$ cat src/design/scmb_pkg.sv
// Shared types, codes and helpers for the serial command memory bridge.
package scmb_pkg;

    localparam int ADDR_WIDTH_DEF = 32;
    localparam int QUEUE_DEPTH    = 4;

    // command bytes seen on the serial link
    localparam logic [7:0] CMD_BYTE_PING  = 8'd1;
    localparam logic [7:0] CMD_BYTE_LOAD  = 8'd3;
    localparam logic [7:0] CMD_BYTE_EXEC  = 8'd5;
    localparam logic [7:0] CMD_BYTE_JUMP  = 8'd6;
    localparam logic [7:0] CMD_BYTE_READ  = 8'd8;
    localparam logic [7:0] CMD_BYTE_WRITE = 8'd10;

    // answer bytes
    localparam logic [7:0] ANS_PING  = 8'd2;
    localparam logic [7:0] ANS_LOAD  = 8'd4;
    localparam logic [7:0] ANS_EXEC  = 8'd7;
    localparam logic [7:0] ANS_READ  = 8'd9;
    localparam logic [7:0] ANS_WRITE = 8'd11;

    // write item widths in bytes
    localparam logic [2:0] WIDTH_BYTE = 3'd1;
    localparam logic [2:0] WIDTH_HALF = 3'd2;
    localparam logic [2:0] WIDTH_WORD = 3'd4;

    typedef enum logic {
        OP_SERIAL = 1'b0,
        OP_MEMDATA = 1'b1
    } op_t;

    typedef enum logic [2:0] {
        KIND_TX   = 3'd0,
        KIND_WR   = 3'd1,
        KIND_RD   = 3'd2,
        KIND_CALL = 3'd3,
        KIND_JUMP = 3'd4
    } kind_t;

    typedef enum logic [1:0] {
        SIZE_BYTE = 2'd0,
        SIZE_HALF = 2'd1,
        SIZE_WORD = 2'd2
    } size_t_t;

    typedef enum logic [3:0] {
        PH_IDLE  = 4'd0,
        PH_HDR8  = 4'd1,
        PH_HDR4  = 4'd2,
        PH_LOAD  = 4'd3,
        PH_READ  = 4'd4,
        PH_WIDTH = 4'd5,
        PH_WDATA = 4'd6,
        PH_HALT  = 4'd7
    } phase_t;

    typedef enum logic [2:0] {
        CMD_NONE  = 3'd0,
        CMD_LOAD  = 3'd1,
        CMD_EXEC  = 3'd2,
        CMD_JUMP  = 3'd3,
        CMD_READ  = 3'd4,
        CMD_WRITE = 3'd5
    } cmd_t;

    typedef struct packed {
        kind_t       kind;
        logic [31:0] address;
        logic [31:0] data;
        size_t_t     size;
        logic        last;
    } result_t;

    // up to two results produced by one item
    typedef struct packed {
        logic [1:0] count;
        result_t    r0;
        result_t    r1;
    } res_pair_t;

    function automatic result_t mk_result(kind_t kind, logic [31:0] address,
                                          logic [31:0] data, size_t_t size);
        result_t r;
        r.kind    = kind;
        r.address = address;
        r.data    = data;
        r.size    = size;
        r.last    = 1'b0;
        return r;
    endfunction

    function automatic result_t mk_tx(logic [7:0] b);
        return mk_result(KIND_TX, 32'd0, {24'd0, b}, SIZE_BYTE);
    endfunction

endpackage

$ cat src/design/scmb_core.sv
// Command decoder and bridge state: turns one item into up to two results.
module scmb_core #(
    parameter int ADDR_WIDTH = scmb_pkg::ADDR_WIDTH_DEF
) (
    input  logic                aclk,
    input  logic                aresetn,
    input  logic                in_fire,
    input  logic                in_op,
    input  logic [7:0]          in_value,
    output scmb_pkg::res_pair_t res
);
    import scmb_pkg::*;

    phase_t                  phase_reg, phase_next;
    cmd_t                    cmd_reg, cmd_next;
    logic [2:0]              hdr_reg, hdr_next;
    logic [31:0]             rem_reg, rem_next;
    logic [ADDR_WIDTH-1:0]   addr_reg, addr_next;
    logic [2:0]              iw_reg, iw_next;
    logic [31:0]             asm_reg, asm_next;

    logic [31:0]             asm_shift;
    logic [31:0]             rem_dec;
    logic [2:0]              hdr_inc;
    logic [ADDR_WIDTH-1:0]   hdr_addr;
    res_pair_t               out;

    assign asm_shift = {asm_reg[23:0], in_value};
    assign rem_dec   = rem_reg - 32'd1;
    assign hdr_inc   = hdr_reg + 3'd1;
    assign hdr_addr  = asm_shift[ADDR_WIDTH-1:0];

    always_comb begin
        phase_next = phase_reg;
        cmd_next   = cmd_reg;
        hdr_next   = hdr_reg;
        rem_next   = rem_reg;
        addr_next  = addr_reg;
        iw_next    = iw_reg;
        asm_next   = asm_reg;
        out        = '0;

        if (in_fire && phase_reg != PH_HALT) begin
            if (op_t'(in_op) == OP_MEMDATA) begin
                if (phase_reg == PH_READ) begin
                    out.r0   = mk_tx(in_value);
                    out.count = 2'd1;
                    rem_next = rem_dec;
                    if (rem_dec != 32'd0) begin
                        out.r1    = mk_result(KIND_RD, 32'(addr_reg), 32'd0, SIZE_BYTE);
                        out.count = 2'd2;
                        addr_next = addr_reg + 1'b1;
                    end else begin
                        phase_next = PH_IDLE;
                        cmd_next   = CMD_NONE;
                        hdr_next   = 3'd0;
                    end
                end
            end else begin
                case (phase_reg)
                    PH_IDLE: begin
                        hdr_next = 3'd0;
                        asm_next = 32'd0;
                        case (in_value)
                            CMD_BYTE_PING: begin
                                out.r0    = mk_tx(ANS_PING);
                                out.count = 2'd1;
                            end
                            CMD_BYTE_LOAD: begin
                                cmd_next = CMD_LOAD; phase_next = PH_HDR8;
                            end
                            CMD_BYTE_EXEC: begin
                                cmd_next = CMD_EXEC; phase_next = PH_HDR4;
                            end
                            CMD_BYTE_JUMP: begin
                                cmd_next = CMD_JUMP; phase_next = PH_HDR4;
                            end
                            CMD_BYTE_READ: begin
                                cmd_next = CMD_READ; phase_next = PH_HDR8;
                            end
                            CMD_BYTE_WRITE: begin
                                cmd_next = CMD_WRITE; phase_next = PH_WIDTH;
                            end
                            default: ;
                        endcase
                    end
                    PH_WIDTH: begin
                        if (in_value == {5'd0, WIDTH_BYTE} || in_value == {5'd0, WIDTH_HALF}
                                || in_value == {5'd0, WIDTH_WORD}) begin
                            iw_next    = in_value[2:0];
                            hdr_next   = 3'd0;
                            phase_next = PH_HDR8;
                        end else begin
                            phase_next = PH_IDLE;
                            cmd_next   = CMD_NONE;
                            hdr_next   = 3'd0;
                        end
                    end
                    PH_HDR4: begin
                        asm_next = asm_shift;
                        if (hdr_reg >= 3'd3) begin
                            addr_next = hdr_addr;
                            out.r0    = mk_tx(ANS_EXEC);
                            out.count = 2'd2;
                            phase_next = (cmd_reg == CMD_JUMP) ? PH_HALT : PH_IDLE;
                            out.r1 = mk_result((cmd_reg == CMD_JUMP) ? KIND_JUMP : KIND_CALL,
                                               32'(hdr_addr), 32'd0, SIZE_BYTE);
                            cmd_next = CMD_NONE;
                            hdr_next = 3'd0;
                        end else begin
                            hdr_next = hdr_inc;
                        end
                    end
                    PH_HDR8: begin
                        asm_next = asm_shift;
                        if (hdr_reg == 3'd3) begin
                            rem_next = asm_shift;
                        end
                        if (hdr_reg < 3'd7) begin
                            hdr_next = hdr_inc;
                        end else begin
                            addr_next  = hdr_addr;
                            hdr_next   = 3'd0;
                            asm_next   = 32'd0;
                            phase_next = PH_IDLE;
                            cmd_next   = CMD_NONE;
                            case (cmd_reg)
                                CMD_LOAD: begin
                                    if (rem_reg == 32'd0) begin
                                        out.r0    = mk_tx(ANS_LOAD);
                                        out.count = 2'd1;
                                    end else begin
                                        phase_next = PH_LOAD;
                                        cmd_next   = cmd_reg;
                                    end
                                end
                                CMD_READ: begin
                                    out.r0    = mk_tx(ANS_READ);
                                    out.count = 2'd1;
                                    if (rem_reg != 32'd0) begin
                                        out.r1 = mk_result(KIND_RD, 32'(hdr_addr), 32'd0,
                                                           SIZE_BYTE);
                                        out.count  = 2'd2;
                                        addr_next  = hdr_addr + 1'b1;
                                        phase_next = PH_READ;
                                        cmd_next   = cmd_reg;
                                    end
                                end
                                CMD_WRITE: begin
                                    if (rem_reg == 32'd0) begin
                                        out.r0    = mk_tx(ANS_WRITE);
                                        out.count = 2'd1;
                                    end else begin
                                        phase_next = PH_WDATA;
                                        cmd_next   = cmd_reg;
                                    end
                                end
                                default: ;
                            endcase
                        end
                    end
                    PH_LOAD: begin
                        out.r0 = mk_result(KIND_WR, 32'(addr_reg), {24'd0, in_value},
                                           SIZE_BYTE);
                        out.count = 2'd1;
                        addr_next = addr_reg + 1'b1;
                        rem_next  = rem_dec;
                        if (rem_dec == 32'd0) begin
                            out.r1     = mk_tx(ANS_LOAD);
                            out.count  = 2'd2;
                            phase_next = PH_IDLE;
                            cmd_next   = CMD_NONE;
                            hdr_next   = 3'd0;
                        end
                    end
                    PH_WDATA: begin
                        asm_next = asm_shift;
                        hdr_next = hdr_inc;
                        if (hdr_inc >= iw_reg) begin
                            if (iw_reg == WIDTH_WORD) begin
                                out.r0 = mk_result(KIND_WR, 32'(addr_reg), asm_shift,
                                                   SIZE_WORD);
                            end else if (iw_reg == WIDTH_HALF) begin
                                out.r0 = mk_result(KIND_WR, 32'(addr_reg),
                                                   {16'd0, asm_shift[15:0]}, SIZE_HALF);
                            end else begin
                                out.r0 = mk_result(KIND_WR, 32'(addr_reg),
                                                   {24'd0, asm_shift[7:0]}, SIZE_BYTE);
                            end
                            out.count = 2'd1;
                            addr_next = addr_reg + ADDR_WIDTH'(iw_reg);
                            hdr_next  = 3'd0;
                            asm_next  = 32'd0;
                            rem_next  = rem_dec;
                            if (rem_dec == 32'd0) begin
                                out.r1     = mk_tx(ANS_WRITE);
                                out.count  = 2'd2;
                                phase_next = PH_IDLE;
                                cmd_next   = CMD_NONE;
                            end
                        end
                    end
                    default: ;
                endcase
            end
        end

        // flag the final result of this item
        if (out.count == 2'd1) begin
            out.r0.last = 1'b1;
        end
        if (out.count == 2'd2) begin
            out.r1.last = 1'b1;
        end
        res = out;
    end

    always_ff @(posedge aclk) begin
        if (!aresetn) begin
            phase_reg <= PH_IDLE;
            cmd_reg   <= CMD_NONE;
            hdr_reg   <= 3'd0;
            rem_reg   <= 32'd0;
            addr_reg  <= '0;
            iw_reg    <= 3'd0;
            asm_reg   <= 32'd0;
        end else begin
            phase_reg <= phase_next;
            cmd_reg   <= cmd_next;
            hdr_reg   <= hdr_next;
            rem_reg   <= rem_next;
            addr_reg  <= addr_next;
            iw_reg    <= iw_next;
            asm_reg   <= asm_next;
        end
    end

    // halt is sticky until reset
    a_halt_sticky: assert property (@(posedge aclk) disable iff (!aresetn)
        phase_reg == PH_HALT |=> phase_reg == PH_HALT)
        else $error("left halt without reset");

    // nothing comes out of a halted bridge
    a_halt_silent: assert property (@(posedge aclk) disable iff (!aresetn)
        phase_reg == PH_HALT |-> res.count == 2'd0)
        else $error("result produced while halted");

    // in a pair only the second result is marked last
    a_pair_last: assert property (@(posedge aclk) disable iff (!aresetn)
        res.count == 2'd2 |-> (res.r1.last && !res.r0.last))
        else $error("bad last marking on result pair");

    // a read stream always has a command behind it
    a_read_cmd: assert property (@(posedge aclk) disable iff (!aresetn)
        phase_reg == PH_READ |-> cmd_reg == CMD_READ)
        else $error("read phase without read command");

endmodule

$ cat src/design/scmb_outq.sv
// Result queue: takes zero, one or two results a cycle, hands out one.
module scmb_outq (
    input  logic                aclk,
    input  logic                aresetn,
    input  scmb_pkg::res_pair_t push,
    output logic                space_ok,
    output logic                out_valid,
    input  logic                out_ready,
    output scmb_pkg::result_t   out_res
);
    import scmb_pkg::*;

    localparam int PW = $clog2(QUEUE_DEPTH);

    result_t           mem_reg [QUEUE_DEPTH];
    logic [PW-1:0]     head_reg, head_next;
    logic [PW-1:0]     tail_reg, tail_next;
    logic [PW:0]       cnt_reg, cnt_next;
    logic [PW-1:0]     tail_p1;
    logic              pop;

    assign tail_p1   = tail_reg + 1'b1;
    assign out_valid = (cnt_reg != '0);
    assign out_res   = mem_reg[head_reg];
    assign pop       = out_valid && out_ready;
    // room for a full pair
    assign space_ok  = (cnt_reg <= (PW+1)'(QUEUE_DEPTH - 2));

    always_comb begin
        head_next = pop ? head_reg + 1'b1 : head_reg;
        tail_next = tail_reg + PW'(push.count);
        cnt_next  = cnt_reg + (PW+1)'(push.count) - (PW+1)'(pop);
    end

    always_ff @(posedge aclk) begin
        if (push.count != 2'd0) begin
            mem_reg[tail_reg] <= push.r0;
        end
        if (push.count == 2'd2) begin
            mem_reg[tail_p1] <= push.r1;
        end
    end

    always_ff @(posedge aclk) begin
        if (!aresetn) begin
            head_reg <= '0;
            tail_reg <= '0;
            cnt_reg  <= '0;
        end else begin
            head_reg <= head_next;
            tail_reg <= tail_next;
            cnt_reg  <= cnt_next;
        end
    end

    a_no_overflow: assert property (@(posedge aclk) disable iff (!aresetn)
        cnt_reg <= (PW+1)'(QUEUE_DEPTH))
        else $error("result queue overflow");

    a_push_room: assert property (@(posedge aclk) disable iff (!aresetn)
        push.count != 2'd0 |-> cnt_reg <= (PW+1)'(QUEUE_DEPTH - 2))
        else $error("push without room");

    a_pop_drains: assert property (@(posedge aclk) disable iff (!aresetn)
        (pop && push.count == 2'd0) |=> cnt_reg == $past(cnt_reg) - 1'b1)
        else $error("pop did not drain queue");

endmodule

$ cat src/design/serial_command_memory_bridge_top.sv
// Top level of the serial command memory bridge.
//
//  channel  | direction | ports                                    | handshake
//  ---------+-----------+------------------------------------------+-------------------
//  input    | in        | s_op, s_value                            | s_valid / s_ready
//  result   | out       | m_kind, m_address, m_data, m_size, m_last| m_valid / m_ready
//
// Each accepted item is decoded in the cycle it arrives; its zero, one or two
// results enter a four-entry result queue at that same edge and show on the
// m_ bus from the next cycle. Sustained rate is one item per cycle while each
// item yields at most one result and m_ready stays high; the queue's single
// read port drains one result per cycle, so a run of pairs holds back s_ready.
// s_ready is high whenever the queue has room for a pair, so the input side
// keeps moving while a result waits on m_ready. Reset (aresetn low at a clock
// edge) returns to idle, clears the halt and empties the queue.
module serial_command_memory_bridge_top #(
    parameter int ADDR_WIDTH = scmb_pkg::ADDR_WIDTH_DEF
) (
    input  logic        aclk,
    input  logic        aresetn,
    input  logic        s_valid,
    output logic        s_ready,
    input  logic        s_op,
    input  logic [7:0]  s_value,
    output logic        m_valid,
    input  logic        m_ready,
    output logic [2:0]  m_kind,
    output logic [31:0] m_address,
    output logic [31:0] m_data,
    output logic [1:0]  m_size,
    output logic        m_last
);
    import scmb_pkg::*;

    res_pair_t pair;
    result_t   head;
    logic      in_fire;

    assign in_fire = s_valid && s_ready;

    // decode and state update
    scmb_core #(
        .ADDR_WIDTH(ADDR_WIDTH)
    ) u_core (
        .aclk     (aclk),
        .aresetn  (aresetn),
        .in_fire  (in_fire),
        .in_op    (s_op),
        .in_value (s_value),
        .res      (pair)
    );

    // result buffering toward the m_ side
    scmb_outq u_outq (
        .aclk      (aclk),
        .aresetn   (aresetn),
        .push      (pair),
        .space_ok  (s_ready),
        .out_valid (m_valid),
        .out_ready (m_ready),
        .out_res   (head)
    );

    assign m_kind    = head.kind;
    assign m_address = head.address;
    assign m_data    = head.data;
    assign m_size    = head.size;
    assign m_last    = head.last;

endmodule

$ cat config.mk
export PLATFORM = sky130hd
export DESIGN_NAME = serial_command_memory_bridge_top
export DESIGN_NICKNAME = d
export VERILOG_FILES = /design/src/design/scmb_pkg.sv /design/src/design/scmb_core.sv /design/src/design/scmb_outq.sv /design/src/design/serial_command_memory_bridge_top.sv
export SDC_FILE = /design/constraint.sdc
export NUM_CORES = 1
export LEC_CHECK = 0
export ABC_CLOCK_PERIOD_IN_PS = 11000
export BUFFER_PORTS_ARGS = -buffer_cell sky130_fd_sc_hd__buf_2
export CELL_PAD_IN_SITES_DETAIL_PLACEMENT = 0
export CELL_PAD_IN_SITES_GLOBAL_PLACEMENT = 1
export CORE_MARGIN = 2
export CORE_UTILIZATION = 28
export DETAILED_ROUTE_END_ITERATION = 6
export PLACE_DENSITY = 0.48
export RECOVER_POWER = 25
export SLEW_MARGIN = 20
export SYNTH_ARGS = -nofsm -noshare
export SYNTH_HDL_FRONTEND = slang
export SYNTH_SLANG_ARGS = --single-unit
$ cat constraint.sdc
create_clock -name aclk -period 11 [get_ports aclk]
set_input_delay 0.55 -clock aclk [delete_from_list [all_inputs] [get_ports aclk]]
set_output_delay 0.55 -clock aclk [all_outputs]
set_load 0.05 [all_outputs]
==> flow_metrics.py <==
metrics = {
    "worst_setup_path": {
        "critPathArrivalTime_ps": 6130,
        "criticalPathCategory": "flop to primary output",
        "setup.worst_path.start_class": "flop",
        "worstPathRequired_ps": 10450,
        "cp-end-kind": "primary output",
        "worstPathMaxFanout": 51,
    },
    "timing": {
        "setup_ws_ps": 4315,
        "fin_setup_tns_ps": 0,
        "setup_viol": 0,
        "clock_skew_ps": 20.99,
        "final_hold_viol_count": 0,
        "fin_crit_sh_pct": 60.77,
        "tightest_slew_ps": 4286,
        "fin_crit_ps": 6685,
        "slew_violations": 206,
        "max_clock_freq_ghz": 0.1496,
        "holdWs_ps": 403.1,
        "relSlewSlack_pct": -185.8,
        "rsz0062_at_grt": "false",
    },
    "power": {
        "total_power_w": 0.004060,
        "power_density_nw_per_um2": 166.4,
        "ir_drop_v": 0.0001089,
        "p_leak_nw": 8.419,
    },
    "place": {
        "numPortBuffers": 84,
        "dpl.hpwl_um": 57340,
        "pre_cts_ws_ps": 5220,
        "gp_congestion": 0.8492,
        "postPlaceCellArea_um2": 23050,
    },
    "route": {
        "wl_um": 90710,
        "drc": 0,
        "met3_length_um": 5207,
        "wl_per_cell_um": 26.68,
        "met1_length_um": 41840,
        "postRouteAntennaNets": 0,
        "drt_iter0_drc": 1680,
        "first_pass_iters": 6,
        "viasPerCell": 5.697,
        "met2_length_um": 41150,
        "vias": 19370,
        "top_layer_used": "met4",
    },
    "cts": {
        "hold_buffers": 0,
        "cts-resized-gates": 0,
        "insertion_delay_ps": 600,
        "h-tree-depth": 2,
        "cts_buffers": 46,
        "cts_tree": "done",
        "root_buffer": "clkbuf_16",
        "clock_sinks": 389,
        "clk_pin_slew_ps": 60,
        "clock_path_buffers": 3,
        "cts_setup_buffers": 0,
    },
    "finish": {
        "area.growth.synth_to_final_pct": 11.90,
        "drive_gt1_share_pct": 10.52,
        "fin_area_um2": 24410,
        "largest_reg_flops": 280,
        "nNetsFinal": 2359,
        "fill_cells": 8111,
    },
    "worst_hold_path": {
        "hold_class": "input pin to flop",
    },
    "global_route": {
        "antenna_found_initial": 2,
        "grt.overflow.total": 0,
        "grt_max_degree": 78,
        "grt_pass1_wl_um": 133400,
        "grt_pass1_vias": 19030,
        "track_usage_pct": 22.14,
    },
    "floorplan": {
        "num_io_pins": 85,
        "start_util_pct": 28.20,
        "die_w_um": 283.1,
        "die_area_um2": 80150,
        "core_um2": 77340,
        "row_count": 102,
        "fp.dieH_um": 283.1,
    },
    "synth": {
        "ys_seq_area_share_pct": 43.04,
        "syn_nets": 2397,
        "synth_ff_type": "dfxtp_1",
        "ys_async_sr_fraction_pct": 0,
        "yosys_warnings": 0,
        "syn_area_per_cell_um2": 9.235,
        "netlist_area_um2": 21810,
        "synth.distinct_cells": 86,
        "netlist_instances": 2362,
        "ys_ff_latch": 389,
        "synth-edff-count": 160,
    },
    "status": {
        "violations": "max-capacitance violations, max-slew violations",
        "status": "finished with violations",
    },
    "flow_run": {
        "cap_violations": 5,
    },
}
[power breakdown]
group	total (W)	internal, W	switching (W)
Combinational	0.000929	0.000288	0.000641
Clock	0.00153	0.000867	0.000663
Sequential	0.00160	0.00154	0.0000647
Total	0.00406	0.00269	0.00137
[synth_stat cells (all sizes together) (9+ instances only)]
| library cell | n | area (um^2) |
|---|---|---|
| ha | 20 | 250.2 |
| nor2 | 192 | 735.7 |
| a21oi | 153 | 769.5 |
| dfxtp | 229 | 4584 |
| nor4 | 25 | 156.4 |
| a21o | 38 | 285.3 |
| or4 | 14 | 116.4 |
| a22oi | 34 | 255.2 |
| edfxtp | 160 | 4805 |
| and3 | 16 | 100.1 |
| or2 | 12 | 75.08 |
| or3 | 23 | 148.9 |
| inv | 38 | 142.6 |
| nand4 | 37 | 237.7 |
| clkbuf | 179 | 671.9 |
| and2 | 10 | 62.56 |
| a211oi | 18 | 135.1 |
| o211ai | 10 | 75.07 |
| mux2i | 122 | 1221 |
| a31oi | 22 | 137.6 |
| nand2 | 328 | 1231 |
| nor3 | 56 | 285.3 |
| mux4 | 70 | 1577 |
| o221ai | 9 | 78.83 |
| and4 | 11 | 96.34 |
| o22ai | 157 | 982.2 |
| nand3 | 50 | 255.3 |
| o21ai | 116 | 584.3 |
| buf | 50 | 325.3 |
| xor2 | 15 | 131.4 |
| xnor2 | 27 | 236.5 |
[critical path, cell delays in order, from the launching register on]
cell and delay, ps:
dfxtp_1 1310, clkbuf_1 2850, mux4_2 810, clkbuf_1 510
[per-stage QoR]
step,utilization [%],instances
after floorplan,-,2362
after global placement,29.81,3316
after detailed placement,29.81,3316
after CTS,31.71,3398
after global routing,31.55,3398
final,31.56,3400
[per-layer routing]
| layer | up-vias | GRT usage (%) |
|---|---|---|
| met4 | 0 | 6.323 |
| met1 | 9835 | 31.37 |
| met3 | 122 | 3.124 |
| met2 | 660 | 35.07 |
| met5 | - | 0 |
| li1 | 8753 | - |
[worst paths after layout]
path | end | cells past startpoint | slack (ps) | startpoint
worst min-delay path | u_core.rem_reg[0] | 3 | 400 | s_value[0]
worst min register to register | u_outq.mem_reg[3][24] | 2 | 460 | u_outq.mem_reg[3][24]
worst max register to register | u_core.addr_reg[10] | 11 | 4850 | u_core.rem_reg[0]
worst max-delay path | m_address[2] | 3 | 4320 | flop
[cell type report]
cell class,instances,area [um^2],share of cell area (%)
Antenna cell,2,5.005,0.02051
Clock buffer,61,1241,5.085
Clock inverter,21,229.0,0.9381
Inverter,38,142.6,0.5844
Multi-Input combinational cell,1706,11340,46.44
Sequential cell,389,9393,38.48
Tap cell,1040,1301,5.331
Timing Repair Buffer,143,759.5,3.112
[kinds of logic (layout without fill, tap and decap cells)]
group | count (synthesis) | in the layout | synth area share, %
simple gates | 808 | 808 | 17.27
compound gates | 641 | 641 | 18.56
flops | 389 | 389 | 43.04
buf+inv | 267 | 263 | 5.226
mux | 193 | 193 | 12.88
xor+xnor | 42 | 42 | 1.686
fa+ha+maj | 22 | 22 | 1.331
other cells | 0 | 2 | 0
[cells in the final DEF (no fill, tap or decap), drive strengths merged, types with 16 or more instances in the layout]
master / n
a211oi: 18
a21o: 38
a21oi: 153
a22oi: 34
a31oi: 22
and3: 16
buf: 68
clkbuf: 136
dfxtp: 229
edfxtp: 160
ha: 20
inv: 39
mux2i: 122
mux4: 70
nand2: 328
nand3: 50
nand4: 37
nor2: 192
nor3: 56
nor4: 25
o21ai: 116
o22ai: 157
or3: 23
xnor2: 27
Power figures use the tool's default switching activity.
